`config.mk`:
```
export PLATFORM = sky130hd
export DESIGN_NAME = led_pattern_sequencer_flat
export DESIGN_NICKNAME = d
export VERILOG_FILES = /design/src/hw/rtl/lps_pkg.sv /design/src/hw/rtl/lps_if.sv /design/src/hw/rtl/lps_step.sv /design/src/hw/rtl/lps_out_buf.sv /design/src/hw/rtl/led_pattern_sequencer.sv /design/src/flat_wrapper.sv
export VERILOG_INCLUDE_DIRS = /design/src /design/src/hw/rtl
export SDC_FILE = /design/constraint.sdc
export NUM_CORES = 1
export LEC_CHECK = 0
export BUFFER_PORTS_ARGS = -buffer_cell sky130_fd_sc_hd__buf_2
export CORE_AREA = 2 2 104 106
export CTS_BUF_LIST = sky130_fd_sc_hd__clkbuf_8
export DETAILED_ROUTE_END_ITERATION = 16
export DIE_AREA = 0 0 106 108
export PLACE_DENSITY = 0.74
export SYNTH_ARGS = -nofsm -noshare
export SYNTH_HDL_FRONTEND = slang
export SYNTH_SLANG_ARGS = --single-unit
```
`constraint.sdc`:
```
create_clock -name clk_i -period 13.2 [get_ports clk_i]
set_input_delay 0.66 -clock clk_i [delete_from_list [all_inputs] [get_ports clk_i]]
set_output_delay 0.66 -clock clk_i [all_outputs]
set_load 0.1 [all_outputs]
```
`src/hw/rtl/led_pattern_sequencer_assert.svh`:
```
// Assertion macros for the LED pattern sequencer.
`ifndef LED_PATTERN_SEQUENCER_ASSERT_SVH
`define LED_PATTERN_SEQUENCER_ASSERT_SVH
`ifndef SYNTHESIS
`define LPS_ASSERT(lbl, prop, msg) \
  lbl: assert property (@(posedge clk_i) disable iff (!rst_ni) (prop)) else $error(msg);
`define LPS_ASSERT_ALWAYS(lbl, prop, msg) \
  lbl: assert property (@(posedge clk_i) (prop)) else $error(msg);
`else
`define LPS_ASSERT(lbl, prop, msg)
`define LPS_ASSERT_ALWAYS(lbl, prop, msg)
`endif
`endif

```
`src/hw/rtl/lps_pkg.sv`:
```
// Types, constants and helpers shared by the LED pattern sequencer.
package lps_pkg;

  localparam int unsigned LedW  = 8;
  localparam int unsigned ModeW = 4;
  localparam int unsigned RndW  = 6;

  localparam logic [ModeW-1:0] MODE_BIN_UP   = 4'd1;
  localparam logic [ModeW-1:0] MODE_BIN_DN   = 4'd2;
  localparam logic [ModeW-1:0] MODE_GRAY_UP  = 4'd3;
  localparam logic [ModeW-1:0] MODE_GRAY_DN  = 4'd4;
  localparam logic [ModeW-1:0] MODE_BCD_UP   = 4'd5;
  localparam logic [ModeW-1:0] MODE_BCD_DN   = 4'd6;
  localparam logic [ModeW-1:0] MODE_BOUNCE   = 4'd7;
  localparam logic [ModeW-1:0] MODE_STACK    = 4'd8;
  localparam logic [ModeW-1:0] MODE_RANDOM   = 4'd9;
  localparam logic [ModeW-1:0] MODE_FIRST    = MODE_BIN_UP;
  localparam logic [ModeW-1:0] MODE_LAST     = MODE_RANDOM;

  localparam logic [LedW-1:0] FILL_RESET     = 8'h80;
  localparam logic [LedW-1:0] STACK_START    = 8'h01;
  localparam logic [LedW-1:0] BOUNCE_START   = 8'h07;

  // v / 10 == (v * 205) >> 11 for every 8-bit v
  localparam logic [15:0] Div10Mul   = 16'd205;
  localparam int unsigned Div10Shift = 11;
  localparam logic [7:0]  Ten        = 8'd10;

  typedef struct packed {
    logic [LedW-1:0]  pattern;
    logic [LedW-1:0]  count_value;
    logic [LedW-1:0]  fill_mask;
    logic [ModeW-1:0] mode;
    logic             moving_left;
  } lps_state_t;

  function automatic logic [LedW-1:0] gray_of(input logic [LedW-1:0] v);
    return v ^ (v >> 1);
  endfunction

  function automatic logic [LedW-1:0] tens_units_of(input logic [LedW-1:0] v);
    logic [15:0] prod;
    logic [7:0]  quo;
    logic [7:0]  rem;
    prod = 16'(v) * Div10Mul;
    quo  = 8'(prod >> Div10Shift);
    rem  = 8'(v - 8'(quo * Ten));
    return {quo[3:0], rem[3:0]};
  endfunction

endpackage

```
`src/hw/rtl/lps_if.sv`:
```
// Valid/ready channels carrying tick words in and LED words out.
interface lps_in_if;
  import lps_pkg::*;
  logic            valid;
  logic            ready;
  logic            next_btn_before;
  logic            next_btn_after;
  logic            prev_btn_before;
  logic            prev_btn_after;
  logic [RndW-1:0] random_sample;

  modport source (output valid, next_btn_before, next_btn_after, prev_btn_before,
                  prev_btn_after, random_sample, input ready);
  modport sink   (input valid, next_btn_before, next_btn_after, prev_btn_before,
                  prev_btn_after, random_sample, output ready);
endinterface

interface lps_out_if;
  import lps_pkg::*;
  logic            valid;
  logic            ready;
  logic [LedW-1:0] led_pattern;

  modport source (output valid, led_pattern, input ready);
  modport sink   (input valid, led_pattern, output ready);
endinterface

```
`src/hw/rtl/lps_step.sv`:
```
// Next-state logic for one tick: pattern advance then button mode stepping.
module lps_step import lps_pkg::*; (
  input  lps_state_t      state_i,
  input  logic            next_fall_i,
  input  logic            prev_fall_i,
  input  logic [RndW-1:0] random_i,
  output lps_state_t      state_o
);

  function automatic lps_state_t reload(input lps_state_t s_in);
    lps_state_t s;
    s = s_in;
    if (s.mode == MODE_BOUNCE) begin
      s.pattern = BOUNCE_START;
    end else if (s.mode == MODE_STACK) begin
      s.pattern     = STACK_START;
      s.count_value = STACK_START;
    end else begin
      s.pattern     = '0;
      s.count_value = '0;
    end
    s.fill_mask = FILL_RESET;
    return s;
  endfunction

  always_comb begin
    lps_state_t      s;
    logic [LedW-1:0] inc;
    logic [LedW-1:0] dec;
    logic [LedW-1:0] fm;
    logic [LedW-1:0] cv;
    logic            ml;
    logic [ModeW:0]  m_up;

    s    = state_i;
    inc  = state_i.count_value + 8'd1;
    dec  = state_i.count_value - 8'd1;
    fm   = state_i.fill_mask;
    cv   = state_i.count_value;
    ml   = state_i.moving_left;
    m_up = '0;

    case (state_i.mode)
      MODE_BIN_UP:  begin s.count_value = inc; s.pattern = inc;                end
      MODE_BIN_DN:  begin s.count_value = dec; s.pattern = dec;                end
      MODE_GRAY_UP: begin s.count_value = inc; s.pattern = gray_of(inc);       end
      MODE_GRAY_DN: begin s.count_value = dec; s.pattern = gray_of(dec);       end
      MODE_BCD_UP:  begin s.count_value = inc; s.pattern = tens_units_of(inc); end
      MODE_BCD_DN:  begin s.count_value = dec; s.pattern = tens_units_of(dec); end
      MODE_BOUNCE: begin
        if (state_i.pattern[LedW-1]) ml = 1'b0;
        if (state_i.pattern[0]) ml = 1'b1;
        s.moving_left = ml;
        s.pattern     = ml ? (state_i.pattern << 1) : (state_i.pattern >> 1);
      end
      MODE_STACK: begin
        if (fm[0]) begin
          fm = FILL_RESET;
        end else if (|(cv & fm)) begin
          cv = STACK_START;
          fm = fm | (fm >> 1);
        end else begin
          cv = cv << 1;
        end
        s.fill_mask   = fm;
        s.count_value = cv;
        s.pattern     = {fm[LedW-2:0], 1'b0} | cv;
      end
      MODE_RANDOM: s.pattern = {{(LedW-RndW){1'b0}}, random_i};
      default: ;
    endcase

    if (next_fall_i) begin
      m_up   = {1'b0, s.mode} + 5'd1;
      s.mode = (m_up > {1'b0, MODE_LAST}) ? MODE_FIRST : m_up[ModeW-1:0];
      s      = reload(s);
    end
    if (prev_fall_i) begin
      if (s.mode <= MODE_FIRST || s.mode > MODE_LAST) begin
        s.mode = MODE_LAST;
      end else begin
        s.mode = s.mode - 4'd1;
      end
      s = reload(s);
    end

    state_o = s;
  end

endmodule

```
`src/hw/rtl/lps_out_buf.sv`:
```
// Output register with a skid stage for LED words.
module lps_out_buf import lps_pkg::*; (
  input  logic            clk_i,
  input  logic            rst_ni,
  input  logic            push_i,
  input  logic [LedW-1:0] data_i,
  output logic            ready_o,
  lps_out_if.source       out_o
);

  logic            out_valid_q;
  logic [LedW-1:0] out_data_q;
  logic            skid_valid_q;
  logic [LedW-1:0] skid_data_q;
  logic            pop;

  assign pop             = out_valid_q && out_o.ready;
  assign ready_o         = !skid_valid_q;
  assign out_o.valid     = out_valid_q;
  assign out_o.led_pattern = out_data_q;

  always_ff @(posedge clk_i or negedge rst_ni) begin
    if (!rst_ni) begin
      out_valid_q  <= 1'b0;
      skid_valid_q <= 1'b0;
    end else if (skid_valid_q) begin
      if (pop) begin
        skid_valid_q <= 1'b0;
      end
    end else if (push_i) begin
      if (!out_valid_q || pop) begin
        out_valid_q <= 1'b1;
      end else begin
        skid_valid_q <= 1'b1;
      end
    end else if (pop) begin
      out_valid_q <= 1'b0;
    end
  end

  always_ff @(posedge clk_i) begin
    if (skid_valid_q) begin
      if (pop) out_data_q <= skid_data_q;
    end else if (push_i) begin
      if (!out_valid_q || pop) begin
        out_data_q <= data_i;
      end else begin
        skid_data_q <= data_i;
      end
    end
  end

endmodule

```
`src/hw/rtl/led_pattern_sequencer.sv`:
```
// LED pattern sequencer: one tick word in, the LED word held at its start out,
// nine pattern modes stepped by falling edges on the next and prev buttons.
// Takes one tick word per clock cycle while ready is high; the mode state updates
// in the cycle a word is accepted; its LED word goes to the two-entry output
// register and skid stage, so input runs on while a result waits, and ready
// drops only when both entries hold words not yet taken.
module led_pattern_sequencer import lps_pkg::*; (
  input  logic      clk_i,
  input  logic      rst_ni,
  lps_in_if.sink    in_i,
  lps_out_if.source out_o
);

  `include "led_pattern_sequencer_assert.svh"

  lps_state_t state_q;
  lps_state_t state_d;
  logic       accept;
  logic       buf_ready;

  assign in_i.ready = buf_ready;
  assign accept     = in_i.valid && buf_ready;

  lps_step u_step (
    .state_i     (state_q),
    .next_fall_i (in_i.next_btn_before && !in_i.next_btn_after),
    .prev_fall_i (in_i.prev_btn_before && !in_i.prev_btn_after),
    .random_i    (in_i.random_sample),
    .state_o     (state_d)
  );

  always_ff @(posedge clk_i or negedge rst_ni) begin
    if (!rst_ni) begin
      state_q.pattern     <= '0;
      state_q.count_value <= '0;
      state_q.fill_mask   <= FILL_RESET;
      state_q.mode        <= MODE_FIRST;
      state_q.moving_left <= 1'b1;
    end else if (accept) begin
      state_q <= state_d;
    end
  end

  lps_out_buf u_out_buf (
    .clk_i   (clk_i),
    .rst_ni  (rst_ni),
    .push_i  (accept),
    .data_i  (state_q.pattern),
    .ready_o (buf_ready),
    .out_o   (out_o)
  );

  `LPS_ASSERT(a_mode_range, state_q.mode >= MODE_FIRST && state_q.mode <= MODE_LAST,
    "mode left its legal range")
  `LPS_ASSERT(a_fill_top, state_q.fill_mask[LedW-1], "fill mask lost its top bit")
  `LPS_ASSERT(a_accept_out, accept |=> out_o.valid, "accepted word gave no output")
  `LPS_ASSERT(a_idle_hold, !accept |=> $stable(state_q), "state moved without a word")

endmodule
```
`src/flat_wrapper.sv`:
```
// flat-port wrapper written by rule: the top's interface ports become plain ports
module led_pattern_sequencer_flat import lps_pkg::*;
  (clk_i, rst_ni, in_i_valid, in_i_next_btn_before, in_i_next_btn_after, in_i_prev_btn_before, in_i_prev_btn_after, in_i_random_sample, in_i_ready, out_o_valid, out_o_led_pattern, out_o_ready);
  lps_in_if in_i_i ();
  lps_out_if out_o_i ();
  input  logic clk_i;
  input  logic rst_ni;
  input wire logic [$bits(in_i_i.valid)-1:0] in_i_valid;
  input wire logic [$bits(in_i_i.next_btn_before)-1:0] in_i_next_btn_before;
  input wire logic [$bits(in_i_i.next_btn_after)-1:0] in_i_next_btn_after;
  input wire logic [$bits(in_i_i.prev_btn_before)-1:0] in_i_prev_btn_before;
  input wire logic [$bits(in_i_i.prev_btn_after)-1:0] in_i_prev_btn_after;
  input wire logic [$bits(in_i_i.random_sample)-1:0] in_i_random_sample;
  output wire logic [$bits(in_i_i.ready)-1:0] in_i_ready;
  output wire logic [$bits(out_o_i.valid)-1:0] out_o_valid;
  output wire logic [$bits(out_o_i.led_pattern)-1:0] out_o_led_pattern;
  input wire logic [$bits(out_o_i.ready)-1:0] out_o_ready;
  assign in_i_i.valid = in_i_valid;
  assign in_i_i.next_btn_before = in_i_next_btn_before;
  assign in_i_i.next_btn_after = in_i_next_btn_after;
  assign in_i_i.prev_btn_before = in_i_prev_btn_before;
  assign in_i_i.prev_btn_after = in_i_prev_btn_after;
  assign in_i_i.random_sample = in_i_random_sample;
  assign in_i_ready = in_i_i.ready;
  assign out_o_valid = out_o_i.valid;
  assign out_o_led_pattern = out_o_i.led_pattern;
  assign out_o_i.ready = out_o_ready;
  led_pattern_sequencer u_core (.clk_i(clk_i), .rst_ni(rst_ni), .in_i(in_i_i), .out_o(out_o_i));
endmodule
```
==> flow_metrics.env <==
export IMPL_cap_violations=0
export IMPL_yosysSeqAreaShare=0.2095
export IMPL_muxShareOfSynthArea=0.03787
export IMPL_top_layer="met4"
export IMPL_root_buffer="clkbuf_8"
export IMPL_cts_repair_resized=0
export IMPL_final_util=0.6090
export IMPL_grt_max_degree=32
export IMPL_row_count=37
export IMPL_antenna_found_initial=0
export IMPL_layout_nets=796
export IMPL_period_share=0.5803
export IMPL_worst_clock_skew_ps=9.294
export IMPL_overflow=0
export IMPL_cp_required_ps=13380
export IMPL_final_instance_count_excl_fill=809
export IMPL_max_slew_margin=0.2767
export IMPL_cp_max_fo=13
export IMPL_area_growth_pct=3.621
export IMPL_synthCells=674
export IMPL_grt_usage=0.2795
export IMPL_vias=5207
export IMPL_crit_type="flip-flop to flip-flop"
export IMPL_grt_pass1_wl_mm=25.56
export IMPL_synth_top_cells_by_count="ha_1, inv_1, nand2_1, a21oi_1"
export IMPL_synth_fa_ha_area_frac=0.2563
export IMPL_wl_mm=15.34
export IMPL_synthXorXnorAreaFrac=0.05868
export IMPL_die_h_um=108
export IMPL_synth_compound_area_frac=0.2035
export IMPL_worst_setup_path_start_kind="flip-flop"
export IMPL_yosysMostFrequentCell="ha_1"
export IMPL_met2_length_mm=7.131
export IMPL_synth_edf_count=16
export IMPL_drc=0
export IMPL_clk_latency_ps=300
export IMPL_yosysUniqueCellTypes=83
export IMPL_dr_pass1_iters=7
export IMPL_syn_num_nets=798
export IMPL_setup_tns_final_ps=0
export IMPL_synth_top_area_share=0.1831
export IMPL_status="complete, no violations"
export IMPL_design_area_sq_um=6231
export IMPL_ant_nets=0
export IMPL_yosys_area_share_simple=0.1581
export IMPL_cp_arrival_ps=7840
export IMPL_layout_drive_gt1_share=0.1025
export IMPL_place_gp_congestion=0.9624
export IMPL_hold_class="input port to async pin"
export IMPL_clock_fmax_ghz=0.1305
export IMPL_period_needed_ps=7660
export IMPL_cp_end_kind="flip-flop"
export IMPL_cts_hold_buf=0
export IMPL_viasPerCell=6.436
export IMPL_pin_count=24
export IMPL_worst_pin_slew_ps=1078
export IMPL_die_area_sq_um=11450
export IMPL_cts_tree="yes"
export IMPL_fill_cells=885
export IMPL_cts_setup_buffers=0
export IMPL_ys_flop_type="dfrtp_1"
export IMPL_numCtsBuffers=5
export IMPL_grt_pass1_vias=4967
export IMPL_io_buffers=23
export IMPL_yosys_top_cells_area="ha_1, dfrtp_1, edfxtp_1"
export IMPL_setup_viol=0
export IMPL_clk_pin_slew_ps=90
export IMPL_start_util=0.5877
export IMPL_placed_area_sq_um=6142
export IMPL_hpwl_mm=12.20
export IMPL_synthArstFlopShare=0.6596
export IMPL_dr_wl_met3_mm=1.263
export IMPL_place_inst=801
export IMPL_clock_sinks=47
export IMPL_core_area_sq_um=10230
export IMPL_syn_cell_area_sq_um=6013
export IMPL_diodes=0
export IMPL_met1_length_mm=6.675
export IMPL_clock_path_buffers=2
export IMPL_h_tree_depth=2
export IMPL_slew_viol_final=0
export IMPL_yosys_register_bits=47
export IMPL_die_w_um=106
export IMPL_synth_warnings=0
export IMPL_yosysTopAreaCell="ha_1"
export IMPL_rsz0062_at_grt="no"
export IMPL_synth_top_family_by_area="adder cells"
export IMPL_hold_viol_final=0
export IMPL_drt_iter0_markers=460
export IMPL_wire_per_inst_um=18.96
export IMPL_syn_area_per_cell_sq_um=8.922
## placed cells by master, fill, tap and decap left out, types with 7 or more instances in the layout
cell / count
ha_1: 88
nand4_1: 8
nand2_1: 51
o211ai_1: 10
mux2i_1: 9
edfxtp_1: 16
or3_1: 8
inv_1: 76
nand3_1: 16
dfrtp_1: 28
nand2b_1: 13
nor2b_1: 9
nor2_1: 27
mux2_2: 11
fa_1: 22
nor3_1: 13
a22o_1: 8
xnor2_1: 18
a21oi_1: 44
o21a_1: 7
a31oi_1: 9
xor2_1: 16
o21ai_0: 28
a22oi_1: 7
buf_2: 23
## state kept, by name (all words and copies together) (netlist names)
name and cells:
u_core.state_q 29, u_core.u_out_buf.out_o.led_pattern 8, u_core.u_out_buf.skid_data_q 8, u_core.u_out_buf.out_o.valid 1, u_core.u_out_buf.skid_valid_q 1
## worst paths after layout
kind                                 endpoint                from  cells after the start  slack (ps)
setup / recovery           u_core.state_q[23]  u_core.state_q[13]                     27        5540
hold / removal             u_core.state_q[11]              rst_ni                      1         410
setup reg to reg           u_core.state_q[23]  u_core.state_q[13]                     27        5540
hold reg to reg            u_core.state_q[12]  u_core.state_q[12]                      1         520
max in group asynchronous  u_core.state_q[24]              rst_ni                      1       12320
min in group clk_i         u_core.state_q[12]  u_core.state_q[12]                      1         520
## logic make-up after synthesis
group	after synthesis
buffers and inverters	110
AND/OR/NAND/NOR	175
AO/OA/AOI/OAI	174
multiplexers	21
XOR/XNOR	37
flip-flops	47
adder cells (fa/ha/maj)	110
## final cells by class
type	count	area (sq um)	area share
clock buffer	5	68.82	0.01104
multi-input combinational	517	4297	0.6896
sequential	47	1260	0.2022
inverter	76	285.3	0.04578
timing repair buffer	25	130.1	0.02088
clock inverter	3	20.02	0.003213
tap	136	170.2	0.02731
## worst max-delay path, cell delays in order, from the launching register on
cell	delay, ps
dfrtp_1	560
inv_1	350
ha_1	320
nor3b_1	360
nand2_1	110
xnor2_1	560
ha_1	300
inv_1	70
fa_1	520
inv_1	60
fa_1	490
inv_1	60
fa_1	530
inv_1	40
ha_1	300
nand3_1	140
o21bai_1	200
o21ai_1	130
or4b_4	520
ha_1	200
inv_1	70
fa_1	400
a22o_1	210
a222oi_1	290
o2111ai_1	160
o32a_1	350
o211ai_1	150
a21oi_1	80
## routing by layer
metal,global-route usage,vias up
li1,-,2430
met1,0.3831,2483
met2,0.4659,259
met3,0.05365,35
met4,0.05451,0
met5,0,-
## stage by stage
stage | setup slack (ps) | hold slack (ps)
after detailed placement | 5690 | 512.9
after global placement | 5990 | 504.0
after floorplan | 6416 | 364.4
final | 5540 | 410.5
after CTS | 5645 | 434.9
after global routing | 5121 | 475.5
Power is not shown: default switching activity piles up to over one toggle a cycle in this logic, so the estimate is an artifact.
